==> config.mk <==
export PLATFORM = sky130hd
export DESIGN_NAME = gatpe_ctrl
export DESIGN_NICKNAME = d
export VERILOG_FILES = /design/src/sv/gatpe_pkg.sv /design/src/sv/gatpe_ctrl.sv
export SDC_FILE = /design/constraint.sdc
export NUM_CORES = 1
export LEC_CHECK = 0
export BUFFER_PORTS_ARGS = -buffer_cell sky130_fd_sc_hd__buf_4
export CORE_MARGIN = 2
export CORE_UTILIZATION = 45
export CTS_BUF_LIST = sky130_fd_sc_hd__clkbuf_4 sky130_fd_sc_hd__clkbuf_8 sky130_fd_sc_hd__clkbuf_16
export DETAILED_ROUTE_END_ITERATION = 8
export PLACE_DENSITY = 0.71
export SYNTH_ARGS = -nofsm -noshare
export SYNTH_HDL_FRONTEND = slang
export SYNTH_SLANG_ARGS = --single-unit
==> constraint.sdc <==
create_clock -name clock -period 5.1 [get_ports clock]
set_input_delay 1.53 -clock clock [delete_from_list [all_inputs] [get_ports clock]]
set_output_delay 1.53 -clock clock [all_outputs]
set_load 0.005 [all_outputs]
==> src/sv/gatpe_pkg.sv <==
// ----------------------------------------------------------------------------
// gatpe_pkg
// Shared widths, codes and controller/datapath bundles for the greedy ant
// tour engine.
// ----------------------------------------------------------------------------
package gatpe_pkg;

   localparam int unsigned CITY_W     = 6;
   localparam int unsigned LEN_W      = 22;
   localparam int unsigned DIST_W     = 16;
   localparam int unsigned FRAC_W     = 16;
   localparam int unsigned CNT_W      = 7;
   localparam int unsigned CMD_W      = 2;
   localparam int unsigned STAT_W     = 2;
   localparam int unsigned CSR_IDX_W  = 2;
   localparam int unsigned CSR_DATA_W = 16;
   localparam int unsigned DIVQ_W     = 33;
   localparam int unsigned EMIT_W     = 3;

   localparam int unsigned DEF_MAX_CITIES = 32;
   localparam int unsigned DEF_MAX_ANTS   = 8;

   localparam logic [CMD_W-1:0] CMD_LOAD    = 2'd0;
   localparam logic [CMD_W-1:0] CMD_BUILD   = 2'd1;
   localparam logic [CMD_W-1:0] CMD_DEPOSIT = 2'd2;

   localparam logic [STAT_W-1:0] STAT_OK      = 2'd0;
   localparam logic [STAT_W-1:0] STAT_UNBUILT = 2'd1;
   localparam logic [STAT_W-1:0] STAT_RANGE   = 2'd2;

   localparam logic [CSR_IDX_W-1:0] REG_CITY_COUNT = 2'd0;
   localparam logic [CSR_IDX_W-1:0] REG_DECAY      = 2'd1;
   localparam logic [CSR_IDX_W-1:0] REG_DEPOSIT    = 2'd2;

   localparam logic [CNT_W-1:0]      CITY_COUNT_RST = 7'd32;
   localparam logic [FRAC_W-1:0]     DECAY_RST      = 16'd32768;
   localparam logic [CSR_DATA_W-1:0] DEPOSIT_RST    = 16'd100;

   localparam logic [31:0] PHER_ONE = 32'h0001_0000;
   localparam logic [31:0] SAT32    = 32'hFFFF_FFFF;

   localparam logic [EMIT_W-1:0] EM_ERR_RANGE   = 3'd0;
   localparam logic [EMIT_W-1:0] EM_ERR_UNBUILT = 3'd1;
   localparam logic [EMIT_W-1:0] EM_LOAD        = 3'd2;
   localparam logic [EMIT_W-1:0] EM_TOUR        = 3'd3;
   localparam logic [EMIT_W-1:0] EM_DEP         = 3'd4;

   typedef struct packed {
      logic              capture;
      logic              div_start;
      logic              div_inverse;
      logic              load_write;
      logic              invd_write;
      logic              tour_init;
      logic              best_clear;
      logic              scan_issue;
      logic [CITY_W-1:0] scan_idx;
      logic              dist_read;
      logic              tour_step;
      logic              slot_write;
      logic [CITY_W-1:0] path_idx;
      logic              prev_load;
      logic              curr_load;
      logic              pher_write;
      logic              emit;
      logic [EMIT_W-1:0] emit_kind;
      logic [CITY_W-1:0] pos;
      logic              last_flag;
   } dp_cmd_type;

   typedef struct packed {
      logic [CMD_W-1:0] command;
      logic             range_err;
      logic             unbuilt;
      logic [CNT_W-1:0] n_cities;
      logic [CNT_W-1:0] path_count;
      logic             div_done;
   } dp_stat_type;

endpackage

==> src/sv/gatpe_ctrl.sv <==
// ----------------------------------------------------------------------------
// gatpe_ctrl
// Command sequencer: decodes each word and steps the datapath through load,
// tour build scans and deposit passes.
// ----------------------------------------------------------------------------
module gatpe_ctrl (
   input  logic                    clock,
   input  logic                    reset,
   input  logic                    start,
   output logic                    busy,
   input  gatpe_pkg::dp_stat_type  stat,
   output gatpe_pkg::dp_cmd_type   cmd
);
   import gatpe_pkg::*;

   localparam logic [4:0] S_IDLE   = 5'd0;
   localparam logic [4:0] S_DECODE = 5'd1;
   localparam logic [4:0] S_LD_DIV = 5'd2;
   localparam logic [4:0] S_B_SCAN = 5'd3;
   localparam logic [4:0] S_B_DRN1 = 5'd4;
   localparam logic [4:0] S_B_DRN2 = 5'd5;
   localparam logic [4:0] S_B_DIST = 5'd6;
   localparam logic [4:0] S_B_STEP = 5'd7;
   localparam logic [4:0] S_D_DIV  = 5'd8;
   localparam logic [4:0] S_D_RD0  = 5'd9;
   localparam logic [4:0] S_D_RDI  = 5'd10;
   localparam logic [4:0] S_D_PH   = 5'd11;
   localparam logic [4:0] S_D_MUL  = 5'd12;
   localparam logic [4:0] S_D_WR   = 5'd13;
   localparam logic [4:0] S_D_DONE = 5'd14;

   logic [4:0]       state_ff, state_in;
   logic [CNT_W-1:0] idx_ff, idx_in;
   logic [CNT_W-1:0] p_ff, p_in;
   logic [CNT_W-1:0] n_last, idx_next;

   always_comb begin
      n_last   = stat.n_cities - 7'd1;
      idx_next = idx_ff + 7'd1;
      state_in = state_ff;
      idx_in   = idx_ff;
      p_in     = p_ff;
      cmd      = '0;
      unique case (state_ff)
         S_IDLE: begin
            if (start) begin
               cmd.capture = 1'b1;
               state_in    = S_DECODE;
            end
         end
         S_DECODE: begin
            if (stat.range_err) begin
               cmd.emit      = 1'b1;
               cmd.emit_kind = EM_ERR_RANGE;
               state_in      = S_IDLE;
            end else if (stat.command == CMD_LOAD) begin
               cmd.load_write  = 1'b1;
               cmd.div_start   = 1'b1;
               cmd.div_inverse = 1'b1;
               state_in        = S_LD_DIV;
            end else if (stat.command == CMD_BUILD) begin
               cmd.tour_init = 1'b1;
               cmd.emit      = 1'b1;
               cmd.emit_kind = EM_TOUR;
               cmd.last_flag = (stat.n_cities == 7'd1);
               idx_in        = '0;
               p_in          = 7'd1;
               if (stat.n_cities == 7'd1) begin
                  cmd.slot_write = 1'b1;
                  state_in       = S_IDLE;
               end else begin
                  state_in = S_B_SCAN;
               end
            end else if (stat.unbuilt) begin
               cmd.emit      = 1'b1;
               cmd.emit_kind = EM_ERR_UNBUILT;
               state_in      = S_IDLE;
            end else begin
               cmd.div_start = 1'b1;
               state_in      = S_D_DIV;
            end
         end
         S_LD_DIV: begin
            // hold the distance on the divisor while the divider runs
            cmd.div_inverse = 1'b1;
            if (stat.div_done) begin
               cmd.invd_write = 1'b1;
               cmd.emit       = 1'b1;
               cmd.emit_kind  = EM_LOAD;
               state_in       = S_IDLE;
            end
         end
         S_B_SCAN: begin
            cmd.scan_issue = 1'b1;
            cmd.scan_idx   = CITY_W'(idx_ff);
            cmd.best_clear = (idx_ff == '0);
            if (idx_ff == n_last) begin
               state_in = S_B_DRN1;
            end else begin
               idx_in = idx_next;
            end
         end
         S_B_DRN1: state_in = S_B_DRN2;
         S_B_DRN2: state_in = S_B_DIST;
         S_B_DIST: begin
            cmd.dist_read = 1'b1;
            state_in      = S_B_STEP;
         end
         S_B_STEP: begin
            cmd.tour_step = 1'b1;
            cmd.emit      = 1'b1;
            cmd.emit_kind = EM_TOUR;
            cmd.pos       = CITY_W'(p_ff);
            cmd.last_flag = (p_ff == n_last);
            idx_in        = '0;
            if (p_ff == n_last) begin
               cmd.slot_write = 1'b1;
               state_in       = S_IDLE;
            end else begin
               p_in     = p_ff + 7'd1;
               state_in = S_B_SCAN;
            end
         end
         S_D_DIV: begin
            idx_in = 7'd1;
            if (stat.div_done) begin
               state_in = (stat.path_count > 7'd1) ? S_D_RD0 : S_D_DONE;
            end
         end
         S_D_RD0: begin
            cmd.path_idx = '0;
            state_in     = S_D_RDI;
         end
         S_D_RDI: begin
            cmd.path_idx  = CITY_W'(idx_ff);
            cmd.prev_load = (idx_ff == 7'd1);
            state_in      = S_D_PH;
         end
         S_D_PH: begin
            cmd.curr_load = 1'b1;
            state_in      = S_D_MUL;
         end
         S_D_MUL: state_in = S_D_WR;
         S_D_WR: begin
            cmd.pher_write = 1'b1;
            idx_in         = idx_next;
            state_in       = (idx_next < stat.path_count) ? S_D_RDI : S_D_DONE;
         end
         S_D_DONE: begin
            cmd.emit      = 1'b1;
            cmd.emit_kind = EM_DEP;
            state_in      = S_IDLE;
         end
         default: state_in = S_IDLE;
      endcase
   end

   always_ff @(posedge clock) begin
      if (reset) begin
         state_ff <= S_IDLE;
         idx_ff   <= '0;
         p_ff     <= '0;
      end else begin
         state_ff <= state_in;
         idx_ff   <= idx_in;
         p_ff     <= p_in;
      end
   end

   assign busy = (state_ff != S_IDLE);

endmodule

==> out/qor.yml <==
run_status:
  outcome: "completed"
finish:
  most-common-layout-cells: "buf_4, nor2_1, nand2_1"
  final_nets: 382
  fin_cells: 399
  final_common_cell: "buf_4"
  antennaDiodeCount: 0
  syn_to_final_growth_pct: 27.10
  drive_above_1_share_pct: 27.09
power:
  power.share.switching_pct: 34.05
  total_leakage_power_nw: 1.169
  switching_power_mw: 0.1481
  clockPowerShare_pct: 28.0
  peakVddDrop_mv: 0.08853
  intPower_mw: 0.2869
  power_frac_comb_pct: 34.6
  p_seq_share_pct: 37.5
  pwr_density_cell_nw_per_um2: 162.9
clocking:
  cts_buffers: 3
  cts_tree: "yes"
  htree_levels: 1
  cts_sinks: 18
  clk_path_buf_depth: 2
  holdBufCountCts: 0
  path_clk_slew_ps: 80
  clkLatencyLatePin_ps: 260
  cts_root_buffer: "clkbuf_8"
detailed_routing:
  vias: 2292
  first_pass_iters: 4
  wl_per_cell_um: 14.92
  drc: 0
  vias_per_cell: 5.744
  routed_wl_mm: 5.953
  dr.first_iter.drc_count: 198
  antenna_left: 0
die:
  io_pins: 60
  dieHeight_um: 72.33
  start_util_pct: 47.59
  rows: 24
  dieArea_um2: 5231
  die_w_um: 72.33
  design.core.area_um2: 4414
placement:
  io_buffers: 59
  place.gp.congestion: 0.9185
  dp_hpwl_mm: 4.564
  dp.cells: 394
synthesis:
  ys_seq_elements: 18
  syn_area_um2: 2101
  syn_avg_cell_area_um2: 7.219
  synthCells: 291
  syn_nets: 325
  ys.flop_type: "dfxtp_1"
  synth_area_leaders: "dfxtp_1, ha_1, nor2_1, a21oi_1, xnor2_1"
  yosys.area.top_type_share_pct: 17.15
  synth_edf_count: 0
  ys_warn_count: 0
  seq_area_frac_synth_pct: 17.15
  synth_cell_types: 58
  async_flop_share_pct: 0
  yosys.area.top_type: "dfxtp_1"
timing:
  slew_viol_final: 0
  setup_viol: 0
  setup_tns_ps: 0
  finalCritPeriodShare_pct: 99.02
  maxSlewHeadroom_pct: 58.89
  finalCriticalPeriod_ps: 5050
  fmaxAchievable_ghz: 0.1980
  tightest_slew_ps: 610.2
  skew_ps: 2.931
  hold_violations: 0
global_route:
  antenna_found_initial: 0
  grt_max_degree: 20
  track_usage_pct: 22.81
  grt_overflow_total: 0
  grt_pass1_wl_mm: 9.680
  grt_pass1_vias: 2081
critical_path:
  start_kind: "input pin"
  critPathCaptureType: "output pin"
  crit_fanout: 5
  worstPathArrival_ps: 3520
  crit_type: "input pin to output pin"
  worst_ep_required_time_ps: 3570
flow_run:
  maxCapViolCount: 0
worst_hold_path:
  hp-class: "register to register"
## worst max-delay path, stage by stage
cell and delay [ps]:
buf_4 110, buf_4 150, or3_4 390, xnor2_2 190, o2111ai_2 170, or4_4 570, o32ai_4 240, buf_4 160
## Yosys cell counts, drive strengths merged, types with 3 or more instances
cell    instances
nor2           36
nand2          24
a21oi          23
inv            21
dfxtp          18
nor3           18
o21ai          13
ha             12
xnor2          11
nand2b         10
clkbuf          8
nand3           8
and2            7
buf             7
or3             7
xor2            7
and3            6
nand4           5
nor2b           5
o32ai           5
or4             5
a21o            3
a32oi           3
## through the flow
step	hold slack, ps	area [µm²]	worst slack, ps	utilization [%]	power (mW)
floorplan	469.7	2101	55.81	-	0.2604
global placement	486.1	2567	-11.94	58.16	0.3097
global route	555.1	2670	-48.38	60.49	0.4596
CTS	516.1	2630	48.68	59.58	0.4332
detailed placement	503.4	2567	-27.51	58.16	0.3124
finish	514.0	2670	50.18	60.49	0.4350
## layout make-up
type,instances,area [µm²]
fillers,442,1744
multi-input cells,237,1608
repair buffers,67,503.0
flip-flops and latches,18,360.3
inverters,21,78.83
well taps,52,65.06
clock buffers,4,55.05
## layer usage
layer | track usage (%) | vias to the layer above | wire length (µm)
met4 | 4.403 | 0 | 56
met2 | 38.63 | 98 | 2865
met3 | 3.889 | 10 | 436
li1 | - | 1139 | -
met5 | 0 | - | 0
met1 | 30.52 | 1045 | 2594
## cell families after synthesis
family	after synthesis	share of synthesized area (%)
XOR/XNOR	20	9.767
AND/OR/NAND/NOR	141	35.97
adder cells (fa/ha/maj)	12	7.147
AO/OA/AOI/OAI	62	20.73
flip-flops	18	17.15
buffers and inverters	36	8.218
multiplexers	2	1.012
## sequential cells by signal, indices dropped and copies added (netlist names)
signal and flops:
p_ff 7, idx_ff 7, state_ff 4
## power by group through the flow
stage	clock, mW	sequential (mW)	combinational (mW)
finish	0.122	0.163	0.150
global route	0.127	0.165	0.167
CTS	0.123	0.163	0.147
detailed placement	0	0.166	0.146
global placement	0	0.166	0.144
floorplan	0	0.152	0.109
## path summary, 6_finish.rpt
check                           end  depth (start not counted)                startpoint  slack, ps
max                          cmd[0]                          8                   stat[8]         50
min            p_ff[6]$_SDFFE_PP0P_                          2      p_ff[6]$_SDFFE_PP0P_        510
max reg2reg  idx_ff[2]$_SDFFE_PP0P_                          5  state_ff[3]$_SDFFE_PP0P_       2690
min reg2reg    p_ff[6]$_SDFFE_PP0P_                          2      p_ff[6]$_SDFFE_PP0P_        510
## timing repair
action                     4_1_cts  5_1_grt
resized for setup                1        5
pin swaps                        0        0
setup buffers                    0        1
setup endpoints to repair        2        2
Note: power is estimated with default switching activity, not from simulation.
